===== src/hdl/ymbv_pkg.sv =====
// ---------------------------------------------------------------------------
// ymbv_pkg
// Item kinds, verdict codes and the CRC-16/XMODEM byte update.
// ---------------------------------------------------------------------------
package ymbv_pkg;

  localparam int COUNT_W = 11;
  localparam logic [COUNT_W-1:0] COUNT_MAX = '1;
  localparam logic [15:0] CRC_POLY = 16'h1021;
  localparam logic [7:0] LAST_GOOD_INIT = 8'hFF;

  typedef enum logic [1:0] {
    KIND_START = 2'd0,
    KIND_BYTE  = 2'd1,
    KIND_IDLE  = 2'd2,
    KIND_RESET = 2'd3
  } kind_t;

  typedef enum logic [2:0] {
    ST_GOOD_FIRST  = 3'd0,
    ST_GOOD_RESENT = 3'd1,
    ST_SHORT       = 3'd2,
    ST_EXTRA       = 3'd3,
    ST_CMPL_BAD    = 3'd4,
    ST_SYNC_LOST   = 3'd5,
    ST_BAD_CRC     = 3'd6
  } status_t;

  // One byte into CRC-16/XMODEM, MSB first.
  function automatic logic [15:0] crc16_feed(input logic [15:0] crc, input logic [7:0] b);
    logic [15:0] c;
    c = crc ^ {b, 8'h00};
    for (int i = 0; i < 8; i++) begin
      c = c[15] ? ((c << 1) ^ CRC_POLY) : (c << 1);
    end
    return c;
  endfunction

endpackage


===== src/hdl/ymodem_block_validator.sv =====
// ---------------------------------------------------------------------------
// ymodem_block_validator
// Checks the bytes of a block after SOH and gives one verdict per line idle.
// ---------------------------------------------------------------------------
//  channel | signals                                   | beat
//  item    | item_valid, item_stall, kind, rx_byte,   | one byte or marker
//          | file_open                                 |
//  result  | result_valid, result_stall, status,      | one verdict, only
//          | block_number, block_good, first_time_good,| for line idle
//          | sync_lost, purge_needed                   |
//
// One beat per cycle unless item_stall is high: an input register, then the
// CRC step and verdict logic into the state and the result register. An idle
// beat's verdict passes the input and result registers. The input register
// only holds when a verdict meets a stalled, still-full result register. Sync
// reset returns the block state to zero and the last good number to 255.
module ymodem_block_validator
  import ymbv_pkg::*;
#(
  parameter int CHUNK_BYTES = 128
) (
  input  logic       clk,
  input  logic       rst,
  input  logic       item_valid,
  output logic       item_stall,
  input  logic [1:0] kind,
  input  logic [7:0] rx_byte,
  input  logic       file_open,
  output logic       result_valid,
  input  logic       result_stall,
  output logic [2:0] status,
  output logic [7:0] block_number,
  output logic       block_good,
  output logic       first_time_good,
  output logic       sync_lost,
  output logic       purge_needed
);

  localparam logic [COUNT_W-1:0] POS_CMPL   = COUNT_W'(1);
  localparam logic [COUNT_W-1:0] POS_CRC_HI = COUNT_W'(CHUNK_BYTES + 2);
  localparam logic [COUNT_W-1:0] POS_CRC_LO = COUNT_W'(CHUNK_BYTES + 3);
  localparam logic [COUNT_W-1:0] REST_BYTES = COUNT_W'(CHUNK_BYTES + 4);

  // input register
  logic        s1_valid;
  kind_t       s1_kind;
  logic [7:0]  s1_byte;
  logic        s1_open;
  logic        s1_go;

  // block state
  logic [COUNT_W-1:0] byte_count;
  logic [7:0]         number_byte;
  logic [7:0]         complement_byte;
  logic [15:0]        running_crc;
  logic [15:0]        received_crc;
  logic [7:0]         last_good_number;
  logic               sync_lost_flag;

  status_t     verdict;
  logic        first_exp;
  logic        crc_ok;
  logic        purge;

  assign s1_go      = s1_valid && (s1_kind != KIND_IDLE || !result_valid || !result_stall);
  assign item_stall = s1_valid && !s1_go;

  always_comb begin
    first_exp = number_byte == last_good_number + 8'd1;
    crc_ok    = running_crc == received_crc;
    if (byte_count < REST_BYTES) begin
      verdict = ST_SHORT;
    end else if (byte_count > REST_BYTES) begin
      verdict = ST_EXTRA;
    end else if (complement_byte != ~number_byte) begin
      verdict = ST_CMPL_BAD;
    end else if (!first_exp && (!s1_open || number_byte != last_good_number)) begin
      verdict = ST_SYNC_LOST;
    end else if (!crc_ok) begin
      verdict = ST_BAD_CRC;
    end else if (!first_exp) begin
      verdict = ST_GOOD_RESENT;
    end else begin
      verdict = ST_GOOD_FIRST;
    end
    purge = verdict != ST_SHORT && verdict != ST_GOOD_FIRST && verdict != ST_GOOD_RESENT;
  end

  always_ff @(posedge clk) begin
    if (rst) begin
      s1_valid <= 1'b0;
    end else if (!item_stall) begin
      s1_valid <= item_valid;
    end
    if (item_valid && !item_stall) begin
      s1_kind <= kind_t'(kind);
      s1_byte <= rx_byte;
      s1_open <= file_open;
    end
  end

  always_ff @(posedge clk) begin
    if (rst) begin
      byte_count       <= '0;
      number_byte      <= '0;
      complement_byte  <= '0;
      running_crc      <= '0;
      received_crc     <= '0;
      last_good_number <= LAST_GOOD_INIT;
      sync_lost_flag   <= 1'b0;
    end else if (s1_go) begin
      case (s1_kind)
        KIND_START: begin
          byte_count      <= '0;
          number_byte     <= '0;
          complement_byte <= '0;
          running_crc     <= '0;
          received_crc    <= '0;
        end
        KIND_BYTE: begin
          if (byte_count == '0) begin
            number_byte <= s1_byte;
          end else if (byte_count == POS_CMPL) begin
            complement_byte <= s1_byte;
          end else if (byte_count < POS_CRC_HI) begin
            running_crc <= crc16_feed(running_crc, s1_byte);
          end else if (byte_count == POS_CRC_HI) begin
            received_crc[15:8] <= s1_byte;
          end else if (byte_count == POS_CRC_LO) begin
            received_crc[7:0] <= s1_byte;
          end
          if (byte_count != COUNT_MAX) begin
            byte_count <= byte_count + 1'b1;
          end
        end
        KIND_IDLE: begin
          if (verdict == ST_SYNC_LOST) begin
            sync_lost_flag <= 1'b1;
          end
          if (verdict == ST_GOOD_FIRST) begin
            last_good_number <= number_byte;
          end
        end
        KIND_RESET: begin
          last_good_number <= LAST_GOOD_INIT;
        end
        default: ;
      endcase
    end
  end

  // result register
  always_ff @(posedge clk) begin
    if (rst) begin
      result_valid <= 1'b0;
    end else if (s1_go && s1_kind == KIND_IDLE) begin
      result_valid <= 1'b1;
    end else if (!result_stall) begin
      result_valid <= 1'b0;
    end
    if (s1_go && s1_kind == KIND_IDLE) begin
      status          <= verdict;
      block_number    <= number_byte;
      block_good      <= verdict == ST_GOOD_FIRST || verdict == ST_GOOD_RESENT;
      first_time_good <= verdict == ST_GOOD_FIRST;
      sync_lost       <= sync_lost_flag || verdict == ST_SYNC_LOST;
      purge_needed    <= purge;
    end
  end

endmodule


===== config.mk =====
export PLATFORM = sky130hd
export DESIGN_NAME = ymodem_block_validator
export DESIGN_NICKNAME = d
export VERILOG_FILES = /design/src/hdl/ymbv_pkg.sv /design/src/hdl/ymodem_block_validator.sv
export SDC_FILE = /design/constraint.sdc
export NUM_CORES = 1
export LEC_CHECK = 0
export ABC_CLOCK_PERIOD_IN_PS = 3500
export BUFFER_PORTS_ARGS = -buffer_cell sky130_fd_sc_hd__buf_2
export CORE_ASPECT_RATIO = 1.5
export CORE_MARGIN = 2
export CORE_UTILIZATION = 60
export DETAILED_ROUTE_END_ITERATION = 7
export PLACE_DENSITY = 0.9
export SYNTH_ARGS = -nofsm -noshare
export SYNTH_HDL_FRONTEND = slang
export SYNTH_SLANG_ARGS = --single-unit

===== constraint.sdc =====
create_clock -name clk -period 3.5 [get_ports clk]
set_clock_uncertainty 0.2 [all_clocks]
set_input_delay 0.7 -clock clk [delete_from_list [all_inputs] [get_ports clk]]
set_output_delay 0.7 -clock clk [all_outputs]
set_load 0.03 [all_outputs]

# Yosys cells after proc, flatten, opt, wreduce, memory -nomap -nowiden

Index checks and enable logic that the tools add are counted.

Output and inout bits: 17
Register bits: 96
Logic and storage cells: 130

$add $sub $neg: 2
Order comparisons: 3
Bitwise operators: 10
Equal/unequal tests: 28
Mux-type cells: 36
Reduce and logical (&&, ||, !) cells: 32

Operators by type and width:

| kind                                                                          | number |
|---|---|
| 13-bit two-way mux                                                            | 8 |
| 16-bit two-way mux                                                            | 6 |
| 16-bit one-hot mux with 2 select lines                                        | 2 |
| 8-bit two-way mux                                                             | 7 |
| 8-bit one-hot mux with 2 select lines                                         | 3 |
| 3-bit NOT                                                                     | 8 |
| 11-bit by 8-bit equality test with 1-bit output, second input constant        | 2 |
| 11-bit by 8-bit less-than comparator with 1-bit output, second input constant | 2 |
| 2-bit inequality test, second input constant                                  | 11 |
| 11-bit one-hot mux with 2 select lines                                        | 1 |
| 16-bit equality test                                                          | 1 |
| 8-bit inequality test                                                         | 2 |
| 16-bit XOR                                                                    | 1 |
| 3-bit two-way mux                                                             | 5 |
| 3-bit AND reduction                                                           | 4 |
| 11-bit by 1-bit adder with 11-bit output, second input constant               | 1 |
| 11-bit by 1-bit equality test with 1-bit output, second input constant        | 1 |
| 11-bit by 8-bit > comparator with 1-bit output, second input constant         | 1 |
| 11-bit logical NOT                                                            | 1 |
| 11-bit two-way mux                                                            | 1 |
| 11-bit inequality test, second input constant                                 | 1 |
| 8-bit by 1-bit adder with 8-bit output, second input constant                 | 1 |
| 8-bit equality test                                                           | 1 |
| 8-bit NOT                                                                     | 1 |
| 19 further kinds                                                              | 39 |

# Depth between registers and ports, before layout

Word-level depth: 21
Depth in mapped cells: 10

# Worst setup path after synthesis

OpenSTA, ideal clock, no wires.

Path kind: reg-to-reg
Start: reg byte_count[3]
End: reg last_good_number[0]
Path slack: 0.874 ns
Setup time: 0.072 ns
Data arrival time: 2.354 ns
Stages on the path, launching flop included: 6
Buffers on the path: 0
Clock period less this slack: 2.626 ns
Cells stage by stage: dfxtp_1 > or4_4 > or3_4 > or3_4 > nor4_4 > mux2i_1

Longest elaborated chain between the ends: 6
Elaborated cells between the ends (all ways): 7

RTL lines:

| item                                                                | line                          | RTL |
|---|---|---|
| start: declaration                                                  | ymodem_block_validator.sv:52  | `logic [COUNT_W-1:0] byte_count;` |
| start signal: assignment                                            | ymodem_block_validator.sv:133 | `byte_count <= byte_count + 1'b1;` |
| 11-bit by 8-bit > comparator with 1-bit output                      | ymodem_block_validator.sv:73  | `end else if (byte_count > REST_BYTES) begin` |
| 3-bit two-way mux                                                   | ymodem_block_validator.sv:73  |  |
| 3-bit two-way mux *                                                 | ymodem_block_validator.sv:71  | `if (byte_count < REST_BYTES) begin` |
| 3-bit logical NOT *                                                 | ymodem_block_validator.sv:140 | `if (verdict == ST_GOOD_FIRST) begin` |
| 2-bit by 1-bit inequality test with 1-bit output (no source line) * | --                            |  |
| 3-bit AND reduction (no source line) *                              | --                            |  |
| end signal: assignment                                              | ymodem_block_validator.sv:141 | `last_good_number <= number_byte;` |
| end: declaration                                                    | ymodem_block_validator.sv:57  | `logic [7:0] last_good_number;` |

Every way passes the cells marked *; elsewhere a longest branch is shown, timed or not.
A chain may end at the register's enable or synchronous reset.

# Worst setup path after layout

Start: reg byte_count[3]
End: reg running_crc[7]

Longest elaborated chain between the ends: 3
Elaborated cells between the ends (all ways): 7

RTL lines:

| item                                                                                 | line                          | RTL |
|---|---|---|
| 11-bit by 8-bit less-than comparator with 1-bit output, or another cell as far along | ymodem_block_validator.sv:125 | `end else if (byte_count < POS_CRC_HI) begin` |
| 2-bit inequality test (no source line)                                               | --                            |  |
| 5-bit AND reduction (no source line) *                                               | --                            |  |
| end signal: assignment                                                               | ymodem_block_validator.sv:126 | `running_crc <= crc16_feed(running_crc, s1_byte);` |
| end: declaration                                                                     | ymodem_block_validator.sv:55  | `logic [15:0] running_crc;` |

Marks and branches as above.

==> summary.txt <==
Setup path
  – Critical path's slowest cell: o21ai_1
  – Delay-heaviest family, CP: compound AO/OA/AOI/OAI gates
  – CP Capture Type: register
  – Crit-path max cell delay: 0.88 ns
  – Crit start category: register
  – WP data arrival: 2.97 ns
  – Worst path bufs/invs: 0
  – Crit path max fanout: 16
  – Crit path kind: reg2reg
  – Worst Reg-to-Reg Cells: 6
  – Worst path cell trace: or4_4 -> nor4_1 -> a211oi_1 -> o21ai_1 -> a22oi_1 -> nor2_1
  – CP Depth: 6
  – R2R Setup Slk: 0.63 ns
  – WP data required: 3.60 ns

Min path
  – HP Class: reg2reg
  – Hold path depth: 2

Timing
  – FMAX: 349 MHz
  – Final worst-path cycle share: 0.820
  – Hold WS: 0.287 ns
  – Minimum clock period: 2.87 ns
  – Hold Fails Final Rpt: 0
  – Worst slew pin tran: 1.13 ns
  – Setup violations, final: 0
  – RSZ-0062 raised after global routing: no
  – Post-Route Setup TNS: 0 ns
  – Final slew viol count: 0
  – Slew headroom: 0.243

Power
  – VDD IR max: 0.338 mV
  – Pwr dens: 411 nW/um2
  – Leakage: 2.01 nW

Floorplanning
  – I/O pins: 32
  – Core Area: 7270 um2
  – Die area: 8220 um2
  – Initial Utilization: 0.618
  – Core Rows: 38
  – Die Span X: 74.7 um
  – DIE HEIGHT: 110 um

Finish
  – Finished Cell Area: 4910 um2
  – # nets final: 495
  – Fin cells: 581
  – Diode count: 0
  – Syn-to-layout area delta: 9.26%
  – Final Core Density: 0.676
  – Share of cells above drive strength 1: 0.125

Clock tree
  – TritonCTS buffer count: 9
  – Clock buffer depth: 2
  – Clock Sinks: 96
  – CTS HTree Levels: 3
  – Clock latency on the worst-skew pair: 0.37 ns
  – Post-CTS Setup Bufs: 0
  – Clk slew on worst S/H paths: 0.09 ns
  – TritonCTS clock tree: yes
  – Clk root buf: clkbuf_8
  – Hold_buf cts: 0
  – PostCTS Resize Cnt: 0

Status
  – Status: finished, final reports clean

Place
  – Dpl hpwl: 6.48 mm
  – Dpl cells: 565
  – DP Area: 4710 um2
  – PortBufs: 31
  – RD Place Congestion: 0.900

Routing
  – DRT antenna net count: 0
  – Drt wl/cell: 15.2 um
  – Final wirelength: 8.83 mm
  – Drt via density: 5.59
  – # DRC: 0
  – DRT iter0 DRCs: 153
  – DRT Pass-1 Iters: 5
  – Via count: 3,248

Yosys
  – Flops & latches, synth: 96
  – Sequential fraction of the synthesis area: 0.485
  – Ys async rst share: 0
  – Synth warnings: 0
  – Synth cell types: 48
  – Average size of a mapped cell: 9.97 um2
  – Top FF cell, synth: dfxtp_1
  – Number of synthesized flops with an enable pin: 26
  – Synth Net Count: 470
  – Gate Count Post-Synth: 451
  – Post-Syn Area: 4500 um2

Global routing
  – Vias in the first global route: 3,288
  – GRT Total Usage: 0.242
  – Largest net degree at the start of global routing: 51
  – First-pass GRT wire length: 14.9 mm
  – Initial antenna violation count: 0
  – Grt total ovfl: 0

Flow run
  – Max Cap Viol: 0
==> worst min-delay path, cell delays in order (launching register included) <==
cell and delay [ns]:
dfxtp_1 0.35, nand2b_1 0.06, o41ai_1 0.05
==> per-layer routing <==
layer | GRT usage | share of wire | vias up
met4 | 0.130 | 0.036 | 0
met2 | 0.425 | 0.53 | 81
met3 | 0.0509 | 0.030 | 25
li1 | - | - | 1605
met1 | 0.267 | 0.41 | 1537
met5 | 0 | 0 | -
==> cells by family after synthesis <==
family | Yosys count | synth area share
AO/OA/AOI/OAI | 48 | 0.0723
adder cells (fa/ha/maj) | 4 | 0.0111
flip-flops | 96 | 0.485
multiplexers | 40 | 0.0890
AND/OR/NAND/NOR | 166 | 0.182
buffers and inverters | 29 | 0.0278
XOR/XNOR | 68 | 0.132
==> worst paths after layout <==
path | startpoint | endpoint
hold reg to reg | sync_lost_flag | sync_lost_flag
setup reg to reg | byte_count[3] | running_crc[7]
setup / recovery | byte_count[3] | running_crc[7]
hold / removal | sync_lost_flag | sync_lost_flag
==> per-stage QoR <==
step / power, W / setup WS, ns
finish: 0.00202 / 0.631
global route: 0.00209 / 0.415
CTS: 0.00204 / 0.622
detailed placement: 0.00132 / 0.682
global placement: 0.00131 / 0.762
floorplan: 0.00128 / 0.874
==> registers in the layout, summed over array words and instances, names as in the netlist <==
name,cells
last_good_number,8
purge_needed,1
sync_lost,1
block_number,8
s1_kind,2
s1_valid,1
block_good,1
s1_byte,8
first_time_good,1
result_valid,1
complement_byte,8
s1_open,1
status,3
running_crc,16
received_crc,16
number_byte,8
byte_count,11
sync_lost_flag,1
==> synth_stat cells, types with 6 or more instances <==
library cell | number | area (um2)
a21oi_1 | 10 | 50.1
a22oi_1 | 16 | 120
and2_1 | 10 | 62.6
clkbuf_1 | 15 | 56.3
dfxtp_1 | 70 | 1400
edfxtp_1 | 26 | 781
inv_1 | 8 | 30.0
mux2i_1 | 40 | 400
nand2_1 | 12 | 45.0
nand3_1 | 9 | 45.0
nor2_1 | 84 | 315
nor2b_1 | 6 | 37.5
nor3_1 | 10 | 50.1
nor4_1 | 10 | 62.6
xnor2_1 | 37 | 324
xor2_1 | 31 | 272
==> placed cells by master, fill, tap and decap left out, types with 2 or more instances in the layout <==
| master | count |
|---|---|
| o21ai_0 | 3 |
| o21bai_1 | 2 |
| a21o_1 | 3 |
| mux2i_1 | 40 |
| and2_1 | 10 |
| and4_1 | 2 |
| or2_2 | 2 |
| nand2_1 | 12 |
| a211oi_1 | 2 |
| or3_4 | 2 |
| nand4_1 | 3 |
| clkbuf_8 | 9 |
| inv_6 | 3 |
| nor3_1 | 10 |
| buf_4 | 4 |
| a21oi_1 | 10 |
| xor2_1 | 31 |
| nor2_1 | 84 |
| or3_1 | 3 |
| a22oi_1 | 16 |
| ha_1 | 4 |
| edfxtp_1 | 26 |
| nand3_1 | 9 |
| nor4_1 | 10 |
| and3_1 | 2 |
| o21ai_1 | 4 |
| nor2b_1 | 6 |
| dfxtp_1 | 70 |
| nand2b_1 | 3 |
| xnor2_1 | 37 |
| inv_1 | 8 |
| buf_2 | 31 |
==> layout make-up <==
class / count / area [um2]
clock buffer: 9 / 124
tap: 100 / 125
timing repair buffer: 35 / 185
fill: 548 / 2360
clock inverter: 7 / 77.6
sequential: 96 / 2180
multi-input combinational: 326 / 2190
inverter: 8 / 30.0
==> report_power, final <==
group	switching [W]	internal (W)	total (W)
registers	0.0000117	0.00115	0.00116
logic	0.0000805	0.0000474	0.000128
clock network	0.000391	0.000337	0.000728
No activity file was read; power rests on OpenSTA's default activity.
